[src/design/bcis_pkg.sv]
// Package for the bounded compacting id set: operation and status codes,
// cell control struct and sizing constants. No dependencies.
package bcis_pkg;

  localparam int MAX_ENTRIES_DEF = 16;
  localparam int CAP_W           = 5;
  localparam int COUNT_W         = 5;
  localparam int ID_W            = 32;
  localparam logic [CAP_W-1:0] CAP_RESET = 5'd16;

  typedef enum logic [1:0] {
    MODE_ADD    = 2'd0,
    MODE_REMOVE = 2'd1,
    MODE_QUERY  = 2'd2,
    MODE_CLEAR  = 2'd3
  } mode_t;

  typedef enum logic [1:0] {
    ST_OK        = 2'd0,
    ST_DUPLICATE = 2'd1,
    ST_FULL      = 2'd2,
    ST_ABSENT    = 2'd3
  } status_t;

  // control broadcast from the sequencer to every cell
  typedef struct packed {
    logic capture;  // register the compare result for the accepted beat
    logic shift;    // remove commit: cells at or after the hit take the next entry
    logic load;     // add commit: the cell at the tail takes the key
  } cell_ctl_t;

endpackage

[src/design/bcis_ifs.sv]
// Channel interfaces for the bounded compacting id set: input, result and
// configuration write. Depends on bcis_pkg.
interface bcis_in_if;
  logic                              valid;
  logic                              ready;
  logic [1:0]                        mode;
  logic signed [bcis_pkg::ID_W-1:0]  item_id;
  modport source (output valid, mode, item_id, input ready);
  modport sink   (input valid, mode, item_id, output ready);
endinterface

interface bcis_out_if;
  logic                          valid;
  logic                          ready;
  logic                          success;
  logic [1:0]                    status_code;
  logic [bcis_pkg::COUNT_W-1:0]  entry_count;
  modport source (output valid, success, status_code, entry_count, input ready);
  modport sink   (input valid, success, status_code, entry_count, output ready);
endinterface

interface bcis_cfg_if;
  logic                        valid;
  logic                        ready;
  logic [bcis_pkg::CAP_W-1:0]  data;
  modport source (output valid, data, input ready);
  modport sink   (input valid, data, output ready);
endinterface

[src/design/bcis_cell.sv]
// One storage cell of the id chain: entry word, registered compare flag,
// hit ripple and shift from the neighbor. Depends on bcis_pkg.
module bcis_cell #(
  parameter int IDX   = 0,
  parameter int CNT_W = 5
) (
  input  logic                          clk,
  input  bcis_pkg::cell_ctl_t           ctl,
  input  logic [bcis_pkg::ID_W-1:0]     cmp_key,
  input  logic [bcis_pkg::ID_W-1:0]     load_key,
  input  logic [CNT_W-1:0]              count,
  input  logic [bcis_pkg::ID_W-1:0]     nbr_entry,
  input  logic                          hit_in,
  output logic [bcis_pkg::ID_W-1:0]     entry,
  output logic                          hit_out
);
  import bcis_pkg::*;

  logic [ID_W-1:0] entry_r;
  logic            match_r;
  logic            occupied;
  logic            at_tail;

  assign occupied = CNT_W'(IDX) < count;
  assign at_tail  = CNT_W'(IDX) == count;

  // hit somewhere at or before this cell
  assign hit_out = hit_in | match_r;
  assign entry   = entry_r;

  // compare on accept
  always_ff @(posedge clk) begin
    if (ctl.capture) begin
      match_r <= occupied && (entry_r == cmp_key);
    end
  end

  // compaction shift or append
  always_ff @(posedge clk) begin
    if (ctl.shift && hit_out) begin
      entry_r <= nbr_entry;
    end else if (ctl.load && at_tail) begin
      entry_r <= load_key;
    end
  end

endmodule

[src/design/bounded_compacting_id_set.sv]
// Top level of the bounded compacting id set: sequencer, count, capacity
// register, result register and the row of bcis_cell. Depends on bcis_pkg, bcis_ifs.
//
//  channel  dir  payload                               beat when
//  in_ch    in   mode, item_id                         valid & ready
//  out_ch   out  success, status_code, entry_count     valid & ready
//  cfg_ch   in   data (capacity_limit)                 valid & ready
//
// Per item: the accept edge registers the compare in every cell; at the commit
// edge the hit has rippled along the chain, and the item commits and loads the result.
// in_ch.ready is high whenever no item is in execution, also while a result waits.
// A finished item stalls in execution while out_ch holds an untaken result.
// Synchronous active-low reset empties the set and sets the capacity to 16.
module bounded_compacting_id_set #(
  parameter int MAX_ENTRIES = bcis_pkg::MAX_ENTRIES_DEF
) (
  input  logic  clk,
  input  logic  rst_n,
  bcis_in_if.sink    in_ch,
  bcis_out_if.source out_ch,
  bcis_cfg_if.sink   cfg_ch
);
  import bcis_pkg::*;

  localparam int CNT_W = $clog2(MAX_ENTRIES + 1);
  localparam int LW    = (CNT_W > CAP_W) ? CNT_W : CAP_W;

  typedef enum logic {
    S_IDLE,
    S_EXEC
  } state_t;

  state_t              state_r;
  mode_t               mode_r;
  logic [ID_W-1:0]     key_r;
  logic [CNT_W-1:0]    count_r;
  logic [CNT_W-1:0]    count_nxt;
  logic [CAP_W-1:0]    cap_r;
  logic                out_valid_r;
  logic                success_r;
  status_t             status_r;
  logic [COUNT_W-1:0]  out_count_r;

  logic                accept;
  logic                commit;
  logic                hit;
  logic                full;
  logic                ok_nxt;
  status_t             status_nxt;
  logic [LW-1:0]       cap_ext;
  logic [LW-1:0]       lim;
  cell_ctl_t           ctl;
  logic [ID_W-1:0]     entry_w [MAX_ENTRIES];
  logic [MAX_ENTRIES:0] hit_w;

  assign accept       = in_ch.valid && in_ch.ready;
  assign in_ch.ready  = (state_r == S_IDLE);
  assign cfg_ch.ready = 1'b1;
  assign commit       = (state_r == S_EXEC) && (!out_valid_r || out_ch.ready);

  // capacity saturates at the built depth
  assign cap_ext = LW'(cap_r);
  assign lim     = (cap_ext > LW'(MAX_ENTRIES)) ? LW'(MAX_ENTRIES) : cap_ext;
  assign full    = LW'(count_r) >= lim;
  assign hit     = hit_w[MAX_ENTRIES];

  // cell control
  assign ctl.capture = accept;
  assign ctl.shift   = commit && (mode_r == MODE_REMOVE) && hit;
  assign ctl.load    = commit && (mode_r == MODE_ADD) && !hit && !full;

  // outcome of the item in execution
  always_comb begin
    ok_nxt     = 1'b0;
    status_nxt = ST_OK;
    count_nxt  = count_r;
    case (mode_r)
      MODE_ADD: begin
        if (hit) begin
          status_nxt = ST_DUPLICATE;
        end else if (full) begin
          status_nxt = ST_FULL;
        end else begin
          ok_nxt    = 1'b1;
          count_nxt = count_r + CNT_W'(1);
        end
      end
      MODE_REMOVE: begin
        if (hit) begin
          ok_nxt    = 1'b1;
          count_nxt = count_r - CNT_W'(1);
        end else begin
          status_nxt = ST_ABSENT;
        end
      end
      MODE_QUERY: begin
        if (hit) begin
          ok_nxt = 1'b1;
        end else begin
          status_nxt = ST_ABSENT;
        end
      end
      MODE_CLEAR: begin
        ok_nxt    = 1'b1;
        count_nxt = '0;
      end
      default: begin
        ok_nxt = 1'b0;
      end
    endcase
  end

  // sequencer, count, capacity and result register
  always_ff @(posedge clk) begin
    if (!rst_n) begin
      state_r     <= S_IDLE;
      count_r     <= '0;
      cap_r       <= CAP_RESET;
      out_valid_r <= 1'b0;
    end else begin
      if (cfg_ch.valid) begin
        cap_r <= cfg_ch.data;
      end
      case (state_r)
        S_IDLE: begin
          if (accept) begin
            state_r <= S_EXEC;
          end
        end
        S_EXEC: begin
          if (commit) begin
            state_r <= S_IDLE;
          end
        end
        default: begin
          state_r <= S_IDLE;
        end
      endcase
      if (commit) begin
        count_r     <= count_nxt;
        out_valid_r <= 1'b1;
      end else if (out_ch.ready) begin
        out_valid_r <= 1'b0;
      end
    end
  end

  // payload registers
  always_ff @(posedge clk) begin
    if (accept) begin
      mode_r <= mode_t'(in_ch.mode);
      key_r  <= in_ch.item_id;
    end
    if (commit) begin
      success_r   <= ok_nxt;
      status_r    <= status_nxt;
      out_count_r <= COUNT_W'(count_nxt);
    end
  end

  assign out_ch.valid       = out_valid_r;
  assign out_ch.success     = success_r;
  assign out_ch.status_code = status_r;
  assign out_ch.entry_count = out_count_r;

  // row of cells: hit ripples toward the tail, entries shift toward the head
  assign hit_w[0] = 1'b0;
  for (genvar i = 0; i < MAX_ENTRIES; i++) begin : g_cell
    logic [ID_W-1:0] nbr;
    if (i == MAX_ENTRIES - 1) begin : g_last
      assign nbr = entry_w[i];
    end else begin : g_mid
      assign nbr = entry_w[i+1];
    end
    bcis_cell #(
      .IDX   (i),
      .CNT_W (CNT_W)
    ) u_cell (
      .clk       (clk),
      .ctl       (ctl),
      .cmp_key   (in_ch.item_id),
      .load_key  (key_r),
      .count     (count_r),
      .nbr_entry (nbr),
      .hit_in    (hit_w[i]),
      .entry     (entry_w[i]),
      .hit_out   (hit_w[i+1])
    );
  end

  // checks
  a_count_bound: assert property (@(posedge clk) disable iff (!rst_n)
    count_r <= CNT_W'(MAX_ENTRIES))
    else $error("held count beyond built depth");

  a_accept_exec: assert property (@(posedge clk) disable iff (!rst_n)
    accept |=> (state_r == S_EXEC))
    else $error("accepted beat did not enter execution");

  a_clear_empty: assert property (@(posedge clk) disable iff (!rst_n)
    (commit && (mode_r == MODE_CLEAR)) |=> (count_r == '0))
    else $error("clear left entries");

  a_remove_dec: assert property (@(posedge clk) disable iff (!rst_n)
    ctl.shift |=> (count_r == $past(count_r) - CNT_W'(1)))
    else $error("remove hit did not shrink count");

  a_load_room: assert property (@(posedge clk) disable iff (!rst_n)
    ctl.load |-> (LW'(count_r) < LW'(MAX_ENTRIES)))
    else $error("append past the last cell");

endmodule
[src/flat_wrapper.sv]
// flat-port wrapper written by rule: the top's interface ports become plain ports
module bounded_compacting_id_set_flat import bcis_pkg::*;
#(
  parameter int MAX_ENTRIES = bcis_pkg::MAX_ENTRIES_DEF
)
  (clk, rst_n, in_ch_valid, in_ch_mode, in_ch_item_id, in_ch_ready, out_ch_valid, out_ch_success, out_ch_status_code, out_ch_entry_count, out_ch_ready, cfg_ch_valid, cfg_ch_data, cfg_ch_ready);
  bcis_in_if in_ch_i ();
  bcis_out_if out_ch_i ();
  bcis_cfg_if cfg_ch_i ();
  input  logic clk;
  input  logic rst_n;
  input wire logic [$bits(in_ch_i.valid)-1:0] in_ch_valid;
  input wire logic [$bits(in_ch_i.mode)-1:0] in_ch_mode;
  input wire logic [$bits(in_ch_i.item_id)-1:0] in_ch_item_id;
  output wire logic [$bits(in_ch_i.ready)-1:0] in_ch_ready;
  output wire logic [$bits(out_ch_i.valid)-1:0] out_ch_valid;
  output wire logic [$bits(out_ch_i.success)-1:0] out_ch_success;
  output wire logic [$bits(out_ch_i.status_code)-1:0] out_ch_status_code;
  output wire logic [$bits(out_ch_i.entry_count)-1:0] out_ch_entry_count;
  input wire logic [$bits(out_ch_i.ready)-1:0] out_ch_ready;
  input wire logic [$bits(cfg_ch_i.valid)-1:0] cfg_ch_valid;
  input wire logic [$bits(cfg_ch_i.data)-1:0] cfg_ch_data;
  output wire logic [$bits(cfg_ch_i.ready)-1:0] cfg_ch_ready;
  assign in_ch_i.valid = in_ch_valid;
  assign in_ch_i.mode = in_ch_mode;
  assign in_ch_i.item_id = in_ch_item_id;
  assign in_ch_ready = in_ch_i.ready;
  assign out_ch_valid = out_ch_i.valid;
  assign out_ch_success = out_ch_i.success;
  assign out_ch_status_code = out_ch_i.status_code;
  assign out_ch_entry_count = out_ch_i.entry_count;
  assign out_ch_i.ready = out_ch_ready;
  assign cfg_ch_i.valid = cfg_ch_valid;
  assign cfg_ch_i.data = cfg_ch_data;
  assign cfg_ch_ready = cfg_ch_i.ready;
  bounded_compacting_id_set #(.MAX_ENTRIES(MAX_ENTRIES)) u_core (.clk(clk), .rst_n(rst_n), .in_ch(in_ch_i), .out_ch(out_ch_i), .cfg_ch(cfg_ch_i));
endmodule
[config.mk]
export PLATFORM = sky130hd
export DESIGN_NAME = bounded_compacting_id_set_flat
export DESIGN_NICKNAME = d
export VERILOG_FILES = /design/src/design/bcis_pkg.sv /design/src/design/bcis_ifs.sv /design/src/design/bcis_cell.sv /design/src/design/bounded_compacting_id_set.sv /design/src/flat_wrapper.sv
export SDC_FILE = /design/constraint.sdc
export NUM_CORES = 1
export LEC_CHECK = 0
export ABC_AREA = 1
export BUFFER_PORTS_ARGS = -buffer_cell sky130_fd_sc_hd__buf_2
export CORE_MARGIN = 2
export CORE_UTILIZATION = 35
export DETAILED_ROUTE_END_ITERATION = 7
export PLACE_DENSITY = 0.45
export SETUP_SLACK_MARGIN = 0.02
export SYNTH_ARGS = -nofsm -noshare
export SYNTH_HDL_FRONTEND = slang
export SYNTH_HIERARCHICAL = 1
export SYNTH_SLANG_ARGS = --single-unit
[constraint.sdc]
create_clock -name clk -period 24 [get_ports clk]
set_input_delay 2.4 -clock clk [delete_from_list [all_inputs] [get_ports clk]]
set_output_delay 2.4 -clock clk [all_outputs]
set_load 0.1 [all_outputs]
**Word-level counts from Yosys, hierarchy flattened**

Index checks and enable logic that the tools add are counted.

- Flip-flop bits (word level): 582
- Word-level logic and storage cells: 239
- Input port bits: 44
- Output and inout port bits: 11

- Add/sub/neg operators: 2
- Equality and inequality tests: 34
- Reductions and logical operators: 79
- Bitwise operators: 17
- Multiplexer cells: 48
- Magnitude comparators: 18

Operators with widths:

| kind | count |
|---|---|
| 32-bit two-way mux | 30 |
| 32-bit equality test | 16 |
| 1-bit logical AND | 55 |
| 4-bit by 5-bit equality test with 1-bit output, first input constant | 8 |
| 4-bit by 5-bit less-than comparator with 1-bit output, first input constant | 8 |
| 2-bit nonzero test | 16 |
| 3-bit by 5-bit equality test with 1-bit output, first input constant | 4 |
| 3-bit by 5-bit less-than comparator with 1-bit output, first input constant | 4 |
| 5-bit two-way mux | 4 |
| 1-bit OR | 15 |
| 5-bit one-hot mux with 3 select lines | 1 |
| 2-bit by 5-bit equality test with 1-bit output, first input constant | 2 |
| 1-bit by 5-bit less-than comparator with 1-bit output, first input constant | 2 |
| 2-bit by 5-bit less-than comparator with 1-bit output, first input constant | 2 |
| 1-bit two-way mux | 7 |
| 2-bit two-way mux | 3 |
| 5-bit by 1-bit adder with 5-bit output, second input constant | 1 |
| 1-bit by 5-bit equality test with 1-bit output, first input constant | 1 |
| 5-bit >= comparator | 1 |
| 5-bit > comparator, second input constant | 1 |
| 5-bit zero test | 1 |
| 5-bit by 1-bit subtractor with 5-bit output, second input constant | 1 |
| 2-bit equality test, second input constant | 2 |
| 2-bit one-hot mux with 2 select lines | 1 |
| 9 further kinds | 12 |

**Depth between registers and ports, before layout**

- Depth in word-level cells: 21
- Mapped depth: 24
- Depth with buffers taken out: 24

**Modules after synthesis**

Netlist, hierarchy kept.

Modules (own cells, without submodules):

| module | times used | area an instance (um2) | seq. area each (um2) | cells each |
|---|---|---|---|---|
| bcis_cell (u_core.g_cell[2].u_cell ...) | 2 | 2139.6 | 991.0 | 207 |
| bounded_compacting_id_set | 1 | 2383.5 | 1501.4 | 208 |
| bcis_cell (u_core.g_cell[0].u_cell) | 1 | 2178.3 | 991.0 | 222 |
| bcis_cell (u_core.g_cell[10].u_cell) | 1 | 2167.1 | 991.0 | 215 |
| bcis_cell (u_core.g_cell[12].u_cell) | 1 | 2165.8 | 991.0 | 217 |
| bcis_cell (u_core.g_cell[9].u_cell) | 1 | 2163.3 | 991.0 | 217 |
| bcis_cell (u_core.g_cell[14].u_cell) | 1 | 2157.1 | 991.0 | 214 |
| bcis_cell (u_core.g_cell[13].u_cell) | 1 | 2155.8 | 991.0 | 212 |
| bcis_cell (u_core.g_cell[8].u_cell) | 1 | 2153.3 | 991.0 | 214 |
| bcis_cell (u_core.g_cell[3].u_cell) | 1 | 2152.1 | 991.0 | 214 |
| bcis_cell (u_core.g_cell[1].u_cell) | 1 | 2148.3 | 991.0 | 213 |
| bcis_cell (u_core.g_cell[7].u_cell) | 1 | 2145.8 | 991.0 | 211 |
| bcis_cell (u_core.g_cell[4].u_cell) | 1 | 2142.1 | 991.0 | 207 |
| bcis_cell (u_core.g_cell[6].u_cell) | 1 | 2140.8 | 991.0 | 208 |
| +2 rows | -- | -- | -- | -- |

**Least setup slack after synthesis**

Ideal clock, no wire load.

- Kind: register to register
- From: reg u_core.g_cell[0].u_cell.match_r
- To: reg u_core.g_cell[14].u_cell.entry_r[0], enable pin
- Required time: 23.489 ns
- Data arrival time: 8.762 ns
- Period minus slack after synthesis: 9.272 ns
- Slack: 14.728 ns
- Path buffers: 0
- Setup time: 0.511 ns
- Stages on the path, launching flop included: 22
- Cell sequence: edfxtp_1 > or2_4 > or2_4 > or2_4 > or2_4 > or2_4 > or2_4 > or2_4 > or2_4 > or2_4 > or2_4 > or2_4 > or2_4 > or2_4 > or2_4 > or2_4 > or2_4 > inv_1 > nand3_4 > nor2_1 > nand2_1 > o41ai_1

RTL lines:

| element | line | text |
|---|---|---|
| start, declared | bcis_cell.sv:20 | `logic match_r;` |
| start signal, assigned | bcis_cell.sv:34 | `match_r <= occupied && (entry_r == cmp_key);` |
| end signal, assigned | bcis_cell.sv:41 | `entry_r <= nbr_entry;` |
| end signal, assigned | bcis_cell.sv:43 | `entry_r <= load_key;` |
| end, declared | bcis_cell.sv:19 | `logic [ID_W-1:0] entry_r;` |

==> metrics.yaml <==
worst_path_largest_cell_delay_ns: 0.96
core-area_mm2: 0.1039
die_w_um: 328.3
hpwl_um: 82160
async_flop_share_pct: 0
clkLatencyLatePin_ns: 0.63
grt.busiest_layer: "met2"
multi_input_area_mm2: 0.01626
max-vdd-ir-drop_mv: 0.05140
grt_util_met1_pct: 26.15
overflow: 0
initial_core_util_pct: 35.41
path_clk_slew_ns: 0.05
rsz0062_at_grt: "false"
outcome: "finished, final reports clean"
ctsHtreeMaxLevel: 3
hold_path_class: "reg2reg"
end_kind: "register"
final.setup_skew_ns: 0.01814
worstPathMaxFanout: 32
hold_violations: 0
cp_num_buf_inv: 2
cts_root_buf: "clkbuf_16"
synth_area_leader_cell: "edfxtp_1"
rows: 118
final_util_pct: 39.25
grt_start_max_net_pins: 51
post-route-min-period_ns: 7.171
yosysMostFrequentCell: "nand2_1"
cp-start-kind: "register"
ff_latch_area_mm2: 0.01736
syn_to_final_growth_pct: 10.85
dieArea_mm2: 0.1078
synth_top_area_share_pct: 46.51
numCtsBuffers: 73
grt_pass1_wl_um: 167800
worstReg2RegEnd: "u_core/g_cell[13].u_cell/entry[9]"
antenna_found_initial: 7
synth_area_mm2: 0.03680
ant_nets: 0
fin_nets: 3796
cpMostUsedCell: "or2_4"
gp_congestion: 0.8661
crit_type: "reg2reg"
yosysWarnings: 6
whs_path_depth: 2
synth_area_leaders: "edfxtp_1 47%, mux2_4 19%, nand2_1 10%, inv_1 6.4%, nor2_1 3.6%"
post_cts_resized: 0
hold_buffers: 0
synth_edf_count: 570
drc: 0
syn-mean-instance-area_um2: 10.21
cap_violations: 0
grt_pass1_vias: 23700
cts_setup_buffers: 0
cp_cell_sequence: "or2_4 -> or2_4 -> or2_4 -> or2_4 -> or2_4 -> or2_4 -> or2_4 -> or2_4 -> or2_4 -> or2_4 -> or2_4 -> or2_4 -> or2_4 -> or2_4 -> or2_4 -> or2_4 -> inv_1 -> nand3_4 -> nor2_1 -> buf_4 -> nand4_1 -> o21ai_4"
clkSinkCount: 582
drive_above_1_share_pct: 21.25
tns_ns: 0
p_leak_nw: 19.12
relSlewSlack_pct: 14.37
place_area_mm2: 0.03845
grt_use_met2_pct: 40.46
crit_family: "simple AND/OR/NAND/NOR gates"
synth-main-ff-cell: "edfxtp_1"
worstPathRequired_ns: 24.23
crit_slowest_cell: "o21ai_4"
avgViaCountPerCell: 4.648
p_per_area_mw_per_mm2: 64.44
seq_area_frac_synth_pct: 47.16
wirelength_um: 118300
r2r-start: "u_core/g_cell[0].u_cell/match_r"
maxSlewViolCount: 0
reg2reg_depth: 22
ios: 55
max_freq_ghz: 0.1395
r2r_setup_slack_ns: 16.83
setup_violations: 0
cp_data_arrival_time_ns: 7.41
synth_fp_nets: 3659
grt.total_usage_pct: 21.89
min_period_over_period_pct: 29.88
finalInstanceArea_mm2: 0.04079
clockBufferDepth: 3
die_h_um: 328.3
port_buffers: 53
whs_endpoint: "u_core/cap_ext[0]"
drt-pass1-iter-count: 5
worstHoldStart: "u_core/cap_ext[0]"
worst_pin_slew_ns: 1.284
synth_cells: 3603
drt_iter0_markers: 1585
wire_per_inst_um: 22.85
synthDistinctLibCells: 43
synthTopCellsByCount: "1029 x nand2_1, 624 x inv_1, 570 x edfxtp_1"
diodes: 0
num_vias: 24060
fill_cells: 10210
cts_tree: "yes"
grtUsageMet3_pct: 2.418
synth-seq-cells: 582
-- through the flow --
| stage | std cells | hold slack, ns | power [mW] | setup slack [ns] |
|---|---|---|---|---|
| 4_1_cts | 5177 | 0.4676 | 2.659 | 16.83 |
| 3_5_place_dp | 5045 | 0.4601 | 1.554 | 16.85 |
| 2_1_floorplan | 3603 | 0.4340 | 1.432 | 14.73 |
| 6_report | 5177 | 0.4612 | 2.629 | 16.83 |
| 3_3_place_gp | 5045 | 0.4572 | 1.551 | 16.84 |
| 5_1_grt | 5177 | 0.5057 | 2.723 | 16.55 |
-- worst register-to-register path, cell delays in order, from the launching register on --
cell,delay [ns]
edfxtp_1,0.35
or2_4,0.29
or2_4,0.27
or2_4,0.27
or2_4,0.27
or2_4,0.27
or2_4,0.27
or2_4,0.28
or2_4,0.27
or2_4,0.27
or2_4,0.27
or2_4,0.27
or2_4,0.26
or2_4,0.26
or2_4,0.26
or2_4,0.27
or2_4,0.29
inv_1,0.33
nand3_4,0.12
nor2_1,0.13
buf_4,0.34
nand4_1,0.20
o21ai_4,0.97
-- routing by layer --
metal,part of all wire [%],wire length (um)
met4,3.6,4211
met1,42,49330
met3,2.9,3483
met2,52,61290
met5,0,0
-- area by class of cell --
class,count,share of cell area [%]
Inverter,630,5.843
Tap cell,1380,4.233
Timing Repair Buffer,113,1.754
Sequential cell,582,42.56
Clock buffer,105,5.211
Clock inverter,27,0.5459
Multi-Input combinational cell,2340,39.86
-- state kept, by name, summed over array words and instances, names as in the netlist --
| register | cells |
|---|---|
| u_core/g_cell.u_cell/entry | 512 |
| u_core/key_r | 32 |
| u_core/g_cell.u_cell/match_r | 16 |
| u_core/cap_ext | 5 |
| u_core/count_r | 5 |
| u_core/out_ch.entry_count | 5 |
| u_core/mode_r | 2 |
| u_core/out_ch.status_code | 2 |
| u_core/out_ch.success | 1 |
| u_core/out_ch.valid | 1 |
| u_core/state_r | 1 |
-- cells by family (layout without fill, tap and decap cells) --
group	count (synthesis)	after routing	synth area share, %
AO/OA/AOI/OAI	126	126	1.805
buffers and inverters	681	875	9.162
AND/OR/NAND/NOR	1523	1523	17.12
multiplexers	512	512	20.40
XOR/XNOR	165	165	3.927
adder cells (fa/ha/maj)	12	12	0.4080
other	2	2	0.02041
flip-flops	582	582	47.16
-- layout by cell type, fill, tap and decap left out, drive strengths merged, types with 7 or more instances in the layout --
master  instances
buf           113
nand2        1051
clkinv         22
mux2          512
clkbuf        105
dfxtp          12
nor3            7
xnor2         146
nor2          359
edfxtp        570
inv           630
nand3          58
ha             12
or2            33
o21ai         102
a21oi          12
xor2           19
nand4          12
-- worst max path at each step --
| stage | startpoint | to | slack [ns] | cells past startpoint |
|---|---|---|---|---|
| 6_report | u_core/g_cell[0].u_cell/match_r | u_core/g_cell[13].u_cell/entry[9] | 16.83 | 22 |
| 5_1_grt | u_core/g_cell[0].u_cell/match_r | u_core/g_cell[13].u_cell/entry[0] | 16.55 | 22 |
| 4_1_cts | u_core/g_cell[0].u_cell/match_r | u_core/g_cell[13].u_cell/entry[9] | 16.83 | 22 |
| 3_5_place_dp | u_core/g_cell[0].u_cell/match_r | u_core/g_cell[13].u_cell/entry[3] | 16.85 | 22 |
| 3_3_place_gp | u_core/g_cell[0].u_cell/match_r | u_core/g_cell[13].u_cell/entry[3] | 16.84 | 22 |
| 2_1_floorplan | u_core/g_cell[0].u_cell/match_r | u_core/g_cell[14].u_cell/entry[0] | 14.73 | 21 |
-- power by group --
group	leakage (nW)	total [mW]	internal, mW	switching [mW]
Clock	1.14	1.10	0.656	0.443
Combinational	12.7	0.340	0.146	0.194
Sequential	5.31	1.19	1.16	0.0321
No activity file was read; power rests on OpenSTA's default activity.
